[src/sv/spi_pkg.sv]
// Shared types and sizes for the sorted pair intersection core.
// No dependencies; every file that uses it refers to it by scoped names.
package spi_pkg;

  localparam int QUEUE_DEPTH = 16;
  localparam int VERTEX_BITS = 32;
  localparam int PORT_VTX_W  = 32;
  localparam int COUNT_W     = 20;
  localparam int IDX_W       = $clog2(QUEUE_DEPTH);
  localparam int FILL_W      = $clog2(QUEUE_DEPTH + 1);

  localparam int CMDQ_DEPTH  = 2;
  localparam int CMDQ_IDX_W  = $clog2(CMDQ_DEPTH);
  localparam int CMDQ_CNT_W  = $clog2(CMDQ_DEPTH + 1);

  localparam logic [1:0] ACT_PUSH_LEFT  = 2'd0;
  localparam logic [1:0] ACT_PUSH_RIGHT = 2'd1;
  localparam logic [1:0] ACT_FINISH     = 2'd2;

  typedef enum logic [1:0] {
    CMD_LEFT   = 2'd0,
    CMD_RIGHT  = 2'd1,
    CMD_FINISH = 2'd2
  } cmd_kind_t;

  typedef struct packed {
    cmd_kind_t              kind;
    logic [VERTEX_BITS-1:0] src;
    logic [VERTEX_BITS-1:0] dst;
  } cmd_t;

endpackage

[src/sv/spi_front.sv]
// Front stage: accepts input items, decodes the action and trims vertices.
// Depends on spi_pkg; feeds the command queue.
module spi_front (
  input  logic                         clk,
  input  logic                         rst_n,
  input  logic                         in_valid,
  output logic                         in_ready,
  input  logic [1:0]                   in_action,
  input  logic [spi_pkg::PORT_VTX_W-1:0] in_src_vertex,
  input  logic [spi_pkg::PORT_VTX_W-1:0] in_dst_vertex,
  output logic                         cmd_valid,
  input  logic                         cmd_ready,
  output spi_pkg::cmd_t                cmd
);

  logic          cmd_valid_r, cmd_valid_nxt;
  spi_pkg::cmd_t cmd_r, cmd_nxt;
  logic          accept;

  assign in_ready  = !cmd_valid_r || cmd_ready;
  assign accept    = in_valid && in_ready;
  assign cmd_valid = cmd_valid_r;
  assign cmd       = cmd_r;

  always_comb begin
    cmd_nxt       = cmd_r;
    cmd_valid_nxt = cmd_valid_r && !cmd_ready;
    if (accept) begin
      cmd_nxt.src = in_src_vertex[spi_pkg::VERTEX_BITS-1:0];
      cmd_nxt.dst = in_dst_vertex[spi_pkg::VERTEX_BITS-1:0];
      case (in_action)
        spi_pkg::ACT_PUSH_LEFT: begin
          cmd_nxt.kind  = spi_pkg::CMD_LEFT;
          cmd_valid_nxt = 1'b1;
        end
        spi_pkg::ACT_PUSH_RIGHT: begin
          cmd_nxt.kind  = spi_pkg::CMD_RIGHT;
          cmd_valid_nxt = 1'b1;
        end
        spi_pkg::ACT_FINISH: begin
          cmd_nxt.kind  = spi_pkg::CMD_FINISH;
          cmd_valid_nxt = 1'b1;
        end
        default: begin
          // unused code: drop the item
          cmd_valid_nxt = 1'b0;
        end
      endcase
    end
  end

  always_ff @(posedge clk) begin
    if (!rst_n) begin
      cmd_valid_r <= 1'b0;
    end else begin
      cmd_valid_r <= cmd_valid_nxt;
    end
  end

  always_ff @(posedge clk) begin
    cmd_r <= cmd_nxt;
  end

endmodule

[src/sv/spi_cmd_fifo.sv]
// Short command queue between the front and back stages.
// Depends on spi_pkg for the command type and depth.
module spi_cmd_fifo (
  input  logic          clk,
  input  logic          rst_n,
  input  logic          wr_valid,
  output logic          wr_ready,
  input  spi_pkg::cmd_t wr_cmd,
  output logic          rd_valid,
  input  logic          rd_ready,
  output spi_pkg::cmd_t rd_cmd
);

  spi_pkg::cmd_t                     mem_r [spi_pkg::CMDQ_DEPTH];
  logic [spi_pkg::CMDQ_IDX_W-1:0]    wr_ptr_r, wr_ptr_nxt;
  logic [spi_pkg::CMDQ_IDX_W-1:0]    rd_ptr_r, rd_ptr_nxt;
  logic [spi_pkg::CMDQ_CNT_W-1:0]    count_r, count_nxt;
  logic                              push, pop;

  localparam logic [spi_pkg::CMDQ_IDX_W-1:0] LAST_IDX =
    spi_pkg::CMDQ_IDX_W'(spi_pkg::CMDQ_DEPTH - 1);

  assign wr_ready = count_r != spi_pkg::CMDQ_CNT_W'(spi_pkg::CMDQ_DEPTH);
  assign rd_valid = count_r != '0;
  assign rd_cmd   = mem_r[rd_ptr_r];
  assign push     = wr_valid && wr_ready;
  assign pop      = rd_valid && rd_ready;

  always_comb begin
    wr_ptr_nxt = wr_ptr_r;
    rd_ptr_nxt = rd_ptr_r;
    count_nxt  = count_r;
    if (push) begin
      wr_ptr_nxt = (wr_ptr_r == LAST_IDX) ? '0 : wr_ptr_r + spi_pkg::CMDQ_IDX_W'(1);
    end
    if (pop) begin
      rd_ptr_nxt = (rd_ptr_r == LAST_IDX) ? '0 : rd_ptr_r + spi_pkg::CMDQ_IDX_W'(1);
    end
    if (push && !pop) begin
      count_nxt = count_r + spi_pkg::CMDQ_CNT_W'(1);
    end else if (pop && !push) begin
      count_nxt = count_r - spi_pkg::CMDQ_CNT_W'(1);
    end
  end

  always_ff @(posedge clk) begin
    if (!rst_n) begin
      wr_ptr_r <= '0;
      rd_ptr_r <= '0;
      count_r  <= '0;
    end else begin
      wr_ptr_r <= wr_ptr_nxt;
      rd_ptr_r <= rd_ptr_nxt;
      count_r  <= count_nxt;
    end
  end

  always_ff @(posedge clk) begin
    if (push) begin
      mem_r[wr_ptr_r] <= wr_cmd;
    end
  end

endmodule

[src/sv/spi_back.sv]
// Back stage: holds both pair queues, walks their heads one compare per
// cycle unless a match waits for a busy result slot, keeps the match count
// and overflow flag, and owns the result register. Depends on spi_pkg.
module spi_back (
  input  logic                           clk,
  input  logic                           rst_n,
  input  logic                           cfg_valid,
  output logic                           cfg_ready,
  input  logic                           cfg_self_pair_mode,
  input  logic                           cmd_valid,
  output logic                           cmd_ready,
  input  spi_pkg::cmd_t                  cmd,
  output logic                           out_valid,
  input  logic                           out_ready,
  output logic [spi_pkg::PORT_VTX_W-1:0] out_match_src,
  output logic [spi_pkg::PORT_VTX_W-1:0] out_match_dst,
  output logic                           out_is_done,
  output logic [spi_pkg::COUNT_W-1:0]    out_match_total,
  output logic                           out_overflowed
);

  localparam int IDX_W  = spi_pkg::IDX_W;
  localparam int FILL_W = spi_pkg::FILL_W;
  localparam int SUM_W  = IDX_W + 1;
  localparam int VB     = spi_pkg::VERTEX_BITS;
  localparam logic [IDX_W-1:0]  LAST_IDX  = IDX_W'(spi_pkg::QUEUE_DEPTH - 1);
  localparam logic [FILL_W-1:0] FULL_FILL = FILL_W'(spi_pkg::QUEUE_DEPTH);
  localparam logic [spi_pkg::COUNT_W-1:0] COUNT_MAX = '1;

  typedef enum logic [1:0] {
    ST_IDLE = 2'b01,
    ST_WALK = 2'b10
  } state_t;

  typedef struct packed {
    logic [VB-1:0] src;
    logic [VB-1:0] dst;
  } pair_t;

  function automatic logic [IDX_W-1:0] wrap_next(input logic [IDX_W-1:0] idx);
    return (idx == LAST_IDX) ? '0 : idx + IDX_W'(1);
  endfunction

  function automatic logic [IDX_W-1:0] tail_slot(input logic [IDX_W-1:0] head,
                                                 input logic [FILL_W-1:0] fill);
    logic [SUM_W-1:0] sum;
    sum = {1'b0, head} + SUM_W'(fill);
    if (sum >= SUM_W'(spi_pkg::QUEUE_DEPTH)) begin
      sum = sum - SUM_W'(spi_pkg::QUEUE_DEPTH);
    end
    return sum[IDX_W-1:0];
  endfunction

  pair_t left_mem_r  [spi_pkg::QUEUE_DEPTH];
  pair_t right_mem_r [spi_pkg::QUEUE_DEPTH];

  state_t                      state_r, state_nxt;
  logic [FILL_W-1:0]           left_fill_r, left_fill_nxt;
  logic [FILL_W-1:0]           right_fill_r, right_fill_nxt;
  logic [IDX_W-1:0]            left_head_r, left_head_nxt;
  logic [IDX_W-1:0]            right_head_r, right_head_nxt;
  logic [spi_pkg::COUNT_W-1:0] count_r, count_nxt, count_inc;
  logic                        ovf_r, ovf_nxt;
  logic                        self_mode_r;

  logic                        out_valid_r, out_valid_nxt;
  logic [VB-1:0]               out_src_r, out_src_nxt;
  logic [VB-1:0]               out_dst_r, out_dst_nxt;
  logic                        out_done_r, out_done_nxt;
  logic [spi_pkg::COUNT_W-1:0] out_total_r, out_total_nxt;
  logic                        out_ovf_r, out_ovf_nxt;

  logic                        left_we, right_we;
  logic [IDX_W-1:0]            left_waddr, right_waddr;
  pair_t                       head_l, head_r, cmd_pair;
  logic                        slot_free, heads_equal, left_less;

  assign cfg_ready = 1'b1;
  assign head_l    = left_mem_r[left_head_r];
  assign head_r    = right_mem_r[right_head_r];
  assign cmd_pair  = '{src: cmd.src, dst: cmd.dst};
  assign slot_free = !out_valid_r || out_ready;
  assign heads_equal = head_l == head_r;
  assign left_less = (head_l.src < head_r.src) ||
                     ((head_l.src == head_r.src) && (head_l.dst < head_r.dst));
  assign count_inc = (count_r == COUNT_MAX) ? count_r : count_r + spi_pkg::COUNT_W'(1);
  assign left_waddr  = tail_slot(left_head_r, left_fill_r);
  assign right_waddr = tail_slot(right_head_r, right_fill_r);

  always_comb begin
    state_nxt      = state_r;
    left_fill_nxt  = left_fill_r;
    right_fill_nxt = right_fill_r;
    left_head_nxt  = left_head_r;
    right_head_nxt = right_head_r;
    count_nxt      = count_r;
    ovf_nxt        = ovf_r;
    cmd_ready      = 1'b0;
    left_we        = 1'b0;
    right_we       = 1'b0;
    out_valid_nxt  = out_valid_r && !out_ready;
    out_src_nxt    = out_src_r;
    out_dst_nxt    = out_dst_r;
    out_done_nxt   = out_done_r;
    out_total_nxt  = out_total_r;
    out_ovf_nxt    = out_ovf_r;

    case (state_r)
      ST_IDLE: begin
        if (cmd_valid) begin
          case (cmd.kind)
            spi_pkg::CMD_FINISH: begin
              // report, then clear all but self mode; hold until the result slot frees
              if (slot_free) begin
                cmd_ready      = 1'b1;
                out_valid_nxt  = 1'b1;
                out_src_nxt    = '0;
                out_dst_nxt    = '0;
                out_done_nxt   = 1'b1;
                out_total_nxt  = count_r;
                out_ovf_nxt    = ovf_r;
                left_fill_nxt  = '0;
                right_fill_nxt = '0;
                left_head_nxt  = '0;
                right_head_nxt = '0;
                count_nxt      = '0;
                ovf_nxt        = 1'b0;
              end
            end
            spi_pkg::CMD_LEFT: begin
              cmd_ready = 1'b1;
              state_nxt = ST_WALK;
              if (left_fill_r == FULL_FILL) begin
                ovf_nxt = 1'b1;
              end else begin
                left_we       = 1'b1;
                left_fill_nxt = left_fill_r + FILL_W'(1);
              end
            end
            spi_pkg::CMD_RIGHT: begin
              cmd_ready = 1'b1;
              state_nxt = ST_WALK;
              if (right_fill_r == FULL_FILL) begin
                ovf_nxt = 1'b1;
              end else begin
                right_we       = 1'b1;
                right_fill_nxt = right_fill_r + FILL_W'(1);
              end
            end
            default: begin
              cmd_ready = 1'b1;
            end
          endcase
        end
      end
      ST_WALK: begin
        if (left_fill_r == '0 || right_fill_r == '0) begin
          state_nxt = ST_IDLE;
        end else if (heads_equal) begin
          if (!self_mode_r || (head_l.src == head_l.dst)) begin
            // emit the match; hold the walk while the result slot is busy
            if (slot_free) begin
              left_head_nxt  = wrap_next(left_head_r);
              right_head_nxt = wrap_next(right_head_r);
              left_fill_nxt  = left_fill_r - FILL_W'(1);
              right_fill_nxt = right_fill_r - FILL_W'(1);
              count_nxt      = count_inc;
              out_valid_nxt  = 1'b1;
              out_src_nxt    = head_l.src;
              out_dst_nxt    = head_l.dst;
              out_done_nxt   = 1'b0;
              out_total_nxt  = count_inc;
              out_ovf_nxt    = ovf_r;
              state_nxt      = ST_IDLE;
            end
          end else begin
            // filtered match: pop both silently and keep walking
            left_head_nxt  = wrap_next(left_head_r);
            right_head_nxt = wrap_next(right_head_r);
            left_fill_nxt  = left_fill_r - FILL_W'(1);
            right_fill_nxt = right_fill_r - FILL_W'(1);
          end
        end else if (left_less) begin
          left_head_nxt = wrap_next(left_head_r);
          left_fill_nxt = left_fill_r - FILL_W'(1);
        end else begin
          right_head_nxt = wrap_next(right_head_r);
          right_fill_nxt = right_fill_r - FILL_W'(1);
        end
      end
      default: begin
        state_nxt = ST_IDLE;
      end
    endcase
  end

  always_ff @(posedge clk) begin
    if (!rst_n) begin
      state_r      <= ST_IDLE;
      left_fill_r  <= '0;
      right_fill_r <= '0;
      left_head_r  <= '0;
      right_head_r <= '0;
      count_r      <= '0;
      ovf_r        <= 1'b0;
      self_mode_r  <= 1'b0;
      out_valid_r  <= 1'b0;
    end else begin
      state_r      <= state_nxt;
      left_fill_r  <= left_fill_nxt;
      right_fill_r <= right_fill_nxt;
      left_head_r  <= left_head_nxt;
      right_head_r <= right_head_nxt;
      count_r      <= count_nxt;
      ovf_r        <= ovf_nxt;
      out_valid_r  <= out_valid_nxt;
      if (cfg_valid) begin
        self_mode_r <= cfg_self_pair_mode;
      end
    end
  end

  always_ff @(posedge clk) begin
    out_src_r   <= out_src_nxt;
    out_dst_r   <= out_dst_nxt;
    out_done_r  <= out_done_nxt;
    out_total_r <= out_total_nxt;
    out_ovf_r   <= out_ovf_nxt;
    if (left_we) begin
      left_mem_r[left_waddr] <= cmd_pair;
    end
    if (right_we) begin
      right_mem_r[right_waddr] <= cmd_pair;
    end
  end

  assign out_valid       = out_valid_r;
  assign out_match_src   = spi_pkg::PORT_VTX_W'(out_src_r);
  assign out_match_dst   = spi_pkg::PORT_VTX_W'(out_dst_r);
  assign out_is_done     = out_done_r;
  assign out_match_total = out_total_r;
  assign out_overflowed  = out_ovf_r;

endmodule

[src/sv/sorted_pair_intersection_core.sv]
// Sorted pair intersection core. Each item pushes a (source, destination)
// pair onto the left or right queue (16 pairs each) or finishes the run. A
// front stage registers and decodes items into a two-entry command queue, so
// input keeps flowing while the back stage works. The back stage takes a
// push in its idle state and then walks the queue heads with a single
// comparator, dropping heads on each compare, until a match is emitted or a
// queue runs empty. A finish reports the saturating match count and the
// overflow flag, and clears both queues. At most one result comes from each
// item; a result waiting in the output register holds the back stage on its
// next result, and the input stalls once the command queue and the front
// register fill. self_pair_mode is written over the cfg port, which is
// always ready.
// Depends on spi_pkg, spi_front, spi_cmd_fifo and spi_back.
module sorted_pair_intersection_core (
  input  logic                           clk,
  input  logic                           rst_n,
  input  logic                           cfg_valid,
  output logic                           cfg_ready,
  input  logic                           cfg_self_pair_mode,
  input  logic                           in_valid,
  output logic                           in_ready,
  input  logic [1:0]                     in_action,
  input  logic [spi_pkg::PORT_VTX_W-1:0] in_src_vertex,
  input  logic [spi_pkg::PORT_VTX_W-1:0] in_dst_vertex,
  output logic                           out_valid,
  input  logic                           out_ready,
  output logic [spi_pkg::PORT_VTX_W-1:0] out_match_src,
  output logic [spi_pkg::PORT_VTX_W-1:0] out_match_dst,
  output logic                           out_is_done,
  output logic [spi_pkg::COUNT_W-1:0]    out_match_total,
  output logic                           out_overflowed
);

  logic          front_valid, front_ready;
  spi_pkg::cmd_t front_cmd;
  logic          back_valid, back_ready;
  spi_pkg::cmd_t back_cmd;

  spi_front u_front (
    .clk           (clk),
    .rst_n         (rst_n),
    .in_valid      (in_valid),
    .in_ready      (in_ready),
    .in_action     (in_action),
    .in_src_vertex (in_src_vertex),
    .in_dst_vertex (in_dst_vertex),
    .cmd_valid     (front_valid),
    .cmd_ready     (front_ready),
    .cmd           (front_cmd)
  );

  spi_cmd_fifo u_cmdq (
    .clk      (clk),
    .rst_n    (rst_n),
    .wr_valid (front_valid),
    .wr_ready (front_ready),
    .wr_cmd   (front_cmd),
    .rd_valid (back_valid),
    .rd_ready (back_ready),
    .rd_cmd   (back_cmd)
  );

  spi_back u_back (
    .clk                (clk),
    .rst_n              (rst_n),
    .cfg_valid          (cfg_valid),
    .cfg_ready          (cfg_ready),
    .cfg_self_pair_mode (cfg_self_pair_mode),
    .cmd_valid          (back_valid),
    .cmd_ready          (back_ready),
    .cmd                (back_cmd),
    .out_valid          (out_valid),
    .out_ready          (out_ready),
    .out_match_src      (out_match_src),
    .out_match_dst      (out_match_dst),
    .out_is_done        (out_is_done),
    .out_match_total    (out_match_total),
    .out_overflowed     (out_overflowed)
  );

endmodule

[config.mk]
export PLATFORM = sky130hd
export DESIGN_NAME = sorted_pair_intersection_core
export DESIGN_NICKNAME = d
export VERILOG_FILES = /design/src/sv/spi_pkg.sv /design/src/sv/spi_front.sv /design/src/sv/spi_cmd_fifo.sv /design/src/sv/spi_back.sv /design/src/sv/sorted_pair_intersection_core.sv
export SDC_FILE = /design/constraint.sdc
export NUM_CORES = 2
export LEC_CHECK = 0
export BUFFER_PORTS_ARGS = -buffer_cell sky130_fd_sc_hd__buf_4
export CAP_MARGIN = 20
export CORE_MARGIN = 4
export CORE_UTILIZATION = 50
export DETAILED_ROUTE_END_ITERATION = 8
export PLACE_DENSITY = 0.66
export REMOVE_ABC_BUFFERS = 1
export SYNTH_ARGS = -nofsm -noshare
export SYNTH_HDL_FRONTEND = slang
export SYNTH_SLANG_ARGS = --single-unit
[constraint.sdc]
create_clock -name clk -period 7.3 [get_ports clk]
set_input_delay 0.73 -clock clk [delete_from_list [all_inputs] [get_ports clk]]
set_output_delay 0.73 -clock clk [all_outputs]
set_load 0.02 [all_outputs]
# Yosys cells after proc, flatten, opt, wreduce, memory -nomap -nowiden
# Memory sizes are Yosys's and may differ from the RTL's. A register that Yosys moved wholly into a read port is not among the register bits.
# Index checks and enable logic that the tools add are counted.
[classes]
add_sub_neg = 15
mul = 0
div = 0
n_lt_le_gt_ge = 4
n_eq_ne = 37
shifts = 0
muxes = 127
n_bitwise = 0
reduce_logical = 40
[op_table]
columns = ["cell", "n"]
rows = [
  ["2-to-1 mux 32 bit", 11],
  ["2-to-1 mux 20 bit", 11],
  ["case mux 32 bit (2 select lines)", 2],
  ["2-to-1 mux 4 bit", 21],
  ["case mux 20 bit (2 select lines)", 2],
  ["2-to-1 mux 5 bit", 15],
  ["equality test 32 bit", 2],
  ["equality test 64 bit", 1],
  ["< comparator 32 bit", 2],
  ["2-to-1 mux 1 bit", 45],
  ["case mux 5 bit (2 select lines)", 4],
  ["AND reduction 8 bit", 3],
  ["adder 20 x 1 -> 20 bit (second input constant)", 1],
  ["equality test 20 bit (second input constant)", 1],
  ["2-to-1 mux 2 bit", 8],
  ["case mux 4 bit (2 select lines)", 2],
  ["!= test 2 x 1 -> 1 bit (second input constant)", 7],
  ["AND reduction 7 bit", 2],
  ["!= test 3 x 1 -> 1 bit (second input constant)", 4],
  ["!= test 3 bit (second input constant)", 4],
  ["AND reduction 6 bit", 2],
  ["adder 4 x 5 -> 5 bit", 2],
  ["adder 5 x 1 -> 5 bit (second input constant)", 2],
  ["equality test 5 bit (second input constant)", 2],
  ["28 further kinds", 67],
]
[word_totals]
ff_bits = 200
latchBits = 0
mem_bits_rw = 2180
romBits = 0
elab_cells = 247
n_memories = 3
[memory_table]
columns = ["memory", "depth", "width", "read_ports", "rd_ports_with_merged_regs", "write_ports", "line_no", "rtl"]
rows = [
  ["u_back.left_mem_r", 16, 64, 1, 1, 1, "spi_back.sv:54", "pair_t left_mem_r [spi_pkg::QUEUE_DEPTH];"],
  ["u_back.right_mem_r", 16, 64, 1, 1, 1, "spi_back.sv:55", "pair_t right_mem_r [spi_pkg::QUEUE_DEPTH];"],
  ["u_cmdq.mem_r", 2, 66, 1, 1, 1, "spi_cmd_fifo.sv:14", "spi_pkg::cmd_t mem_r [spi_pkg::CMDQ_DEPTH];"],
]

# Logic depth before layout (Yosys ltp)
[depth]
word_depth = 10
depth_mapped = 22

# Hierarchy
# From an unflattened synthesis, not the netlist that was laid out.
[hier_totals]
cells_unflattened = 4284
hier_area_um2 = 92508.7
[modules_own_cells]
columns = ["mod", "n_inst", "cells_each", "area_per_inst_um2", "seq_area_each_um2"]
rows = [
  ["spi_back", 1, 3981, 85441.9, 65102.4],
  ["spi_cmd_fifo", 1, 229, 5012.3, 4063.9],
  ["spi_front", 1, 74, 2054.5, 2001.9],
]

# Worst setup path after synthesis
# Ideal clock, no wire load.
[synth_path]
kind = "register to register"
startpoint = "register with a tool-made name"
endpoint = "register u_back.count_r[17] (netlist name)"
arrival_ns = 5.603
required_ns = 7.220
slack_ns = 1.617
path_stages_with_launch = 18
period_less_slack_ns = 5.683
path_cell_list = "dfxtp_1 -> clkbuf_1 -> buf_1 -> buf_1 -> mux4_2 -> mux4_2 -> inv_1 -> ha_1 -> nand4_1 -> or2_2 -> nor4_1 -> nand2_1 -> or4_1 -> a211o_1 -> a21oi_2 -> buf_4 -> a21oi_1 -> a211oi_2"
[synth_rtl]
columns = ["item", "line_no", "rtl"]
rows = [
  ["to (signal assigned)", "spi_back.sv:214", "count_r <= count_nxt;"],
  ["to (decl)", "spi_back.sv:62", "logic [spi_pkg::COUNT_W-1:0] count_r, count_nxt, count_inc;"],
]

==> reports/qor.csv <==
metric,value,unit
avgSynthCellArea,21.9,um^2
clkLatencyLatePin,0.87,ns
drc,0,
rows,157,
cts-resized-gates,0,
cp_cell_sequence,buf_12 -> mux4_2 -> mux4_2 -> ha_1 -> nand4_1 -> or2_2 -> nor4_1 -> nand2_1 -> or4_1 -> a211o_1 -> a21oi_4 -> buf_12 -> a21boi_0 -> o21a_1,
antenna_found_initial,3,
setup_viol,0,
hold_viol,0,
place_congestion,0.819,
syn_inst,4230,
maxCapViolCount,0,
synth_top_area_frac,0.756,
synth_compound_area_frac,0.0244,
min_path_type,in -> reg,
dp.final_hpwl,129,mm
hold_buffers,53,
muxShareOfSynthArea,0.155,
cts_num_sinks,2389,
slew_headroom,0.234,
pwr_density_cell,296,nW/um^2
cts_buffer_depth,3,
holdWs,0.0645,ns
synthAdderAreaFrac,0.0118,
layout_common_cells,"edfxtp_1, mux4_2, buf_4, clkbuf_16, nand2_1",
rsz0062_at_grt,false,
syn-cell-area,92600,um^2
fp.dieW,438,um
dp_slack,1.28,ns
synthTopCellsByArea,"edfxtp_1, mux4_2, dfxtp_1",
slowest_stage,dfxtp_4,
via_count,45100,
overflow,0,
slowest_delay,0.61,ns
htree_num_levels,4,
ir_worst_vdd,0.000243,V
worst_slew_pin_slew,1.15,ns
worstPathRequired,8.07,ns
period_needed,6.05,ns
io_pins,161,
die_h,438,um
drt-total-wl,231,mm
fmax,165,MHz
yosysTopAreaCell,edfxtp_1,
cts_tree,built,
portBuffers,159,
ys_seq_elements,2389,
cts_root_buf,clkbuf_16,
final_common_cell,edfxtp_1,
startpoint_type,flop,
drive_above_1_share,0.275,
p_leak,0.0329,uW
post-route-period-util,0.829,
fin_nets,4743,
start_util,0.504,
yosys.cell_types.count,83,
dieArea,192000,um^2
area_growth,14.0,%
cts_buffers,229,
setup_slack,1.25,ns
core-area,184000,um^2
status,"complete, no violations",
drtAntennaViolNets,0,
clk_pin_slew,0.06,ns
finalPower,31200,uW
synth-simple-area-share,0.0202,
dpl_cell_area,97600,um^2
grt_pass1_wl,331,mm
grt_pass1_vias,44800,
end_kind,flop,
first_pass_iters,6,
synth-edff-count,2332,
wire_per_inst,31.9,um
critPathKind,reg -> reg,
cp.arrival,6.82,ns
skew,0.0445,ns
grt_max_degree,67,
synth_seq_area_share,0.768,
synthFlopType,edfxtp_1,
slew_viol_final,0,
grt_use_total,0.242,
viasPerCell,6.23,
path_buf_inv,2,
fin_util,0.575,
yosys_warnings,0,
async_flop_share,0,
fin_area,106000,um^2
synthXorXnorAreaFrac,0.00577,
synth_top_family_by_area,multiplexers,
post-cts-setup-buffers,0,
drt-initial-drc-count,5854,
worst-path-max-fanout,55,
critical-path-top-delay-family,simple AND/OR/NAND/NOR gates,
==> stage by stage <==
| step | cells | TNS, ns |
|---|---|---|
| after floorplan | 4028 | -1551.11 |
| after global placement | 6765 | 0 |
| after detailed placement | 6765 | 0 |
| after CTS | 7242 | 0 |
| after global routing | 7242 | 0 |
| final | 7244 | 0 |
==> cells in the mapped netlist, types with 23 or more instances <==
library cell	count
buf_1	40
edfxtp_1	2332
mux2i_1	49
buf_2	25
nand3_1	38
a22oi_1	80
mux2_2	67
mux4_2	582
a21oi_1	86
inv_1	84
dfxtp_1	57
nand2_1	122
a21o_1	23
o21ai_0	37
and2_1	27
nor2_1	77
xor2_1	26
ha_1	84
xnor2_1	35
clkbuf_1	107
==> state kept, by name, indices dropped and copies added, names as in the netlist, 5 cells and up, named ones only <==
signal / flops
u_cmdq.mem_r: 132
u_front.cmd: 66
u_back.right_mem_r: 1024
u_back.left_mem_r: 1024
u_back.out_match_dst: 32
u_back.out_match_src: 32
u_back.left_fill_r: 5
u_back.right_fill_r: 5
u_back.out_match_total: 20
u_back.count_r: 20
==> worst paths after layout <==
check / depth (start not counted) / end / start / slack [ns]
setup / recovery: 14 / u_back.count_r[13] / flop / 1.25
hold / removal: 1 / u_front.cmd[2] / in_dst_vertex[2] / 0.06
setup reg to reg: 14 / u_back.count_r[13] / flop / 1.25
hold reg to reg: 0 / u_cmdq.mem_r[1][50] / u_front.cmd[50] / 0.43
==> cell type report <==
| class | count | area [um^2] |
|---|---|---|
| diodes | 2 | 5.00 |
| multi-input cells | 1554 | 20400 |
| clock inverters | 134 | 1450 |
| repair buffers | 326 | 3090 |
| inverters | 85 | 323 |
| clock buffers | 290 | 6070 |
| flip-flops and latches | 2389 | 71200 |
| fillers | 13200 | 78000 |
| well taps | 2464 | 3080 |
==> power breakdown <==
part           internal [uW]  switching, uW
Combinational            902           2150
Clock                   6710           5120
Sequential             16200            162
==> kinds of logic after synthesis <==
logic type / Yosys count
XOR/XNOR: 61
AND/OR/NAND/NOR: 381
other: 1
buffers and inverters: 287
AO/OA/AOI/OAI: 327
adder cells (fa/ha/maj): 86
flip-flops: 2389
multiplexers: 698
==> metal layers <==
| layer | GRT usage | wire (um) |
|---|---|---|
| met5 | 0 | 0 |
| met4 | 0.0679 | 6230 |
| met3 | 0.0428 | 18500 |
| met2 | 0.383 | 112000 |
| met1 | 0.350 | 94100 |
Power figures use the tool's default switching activity.
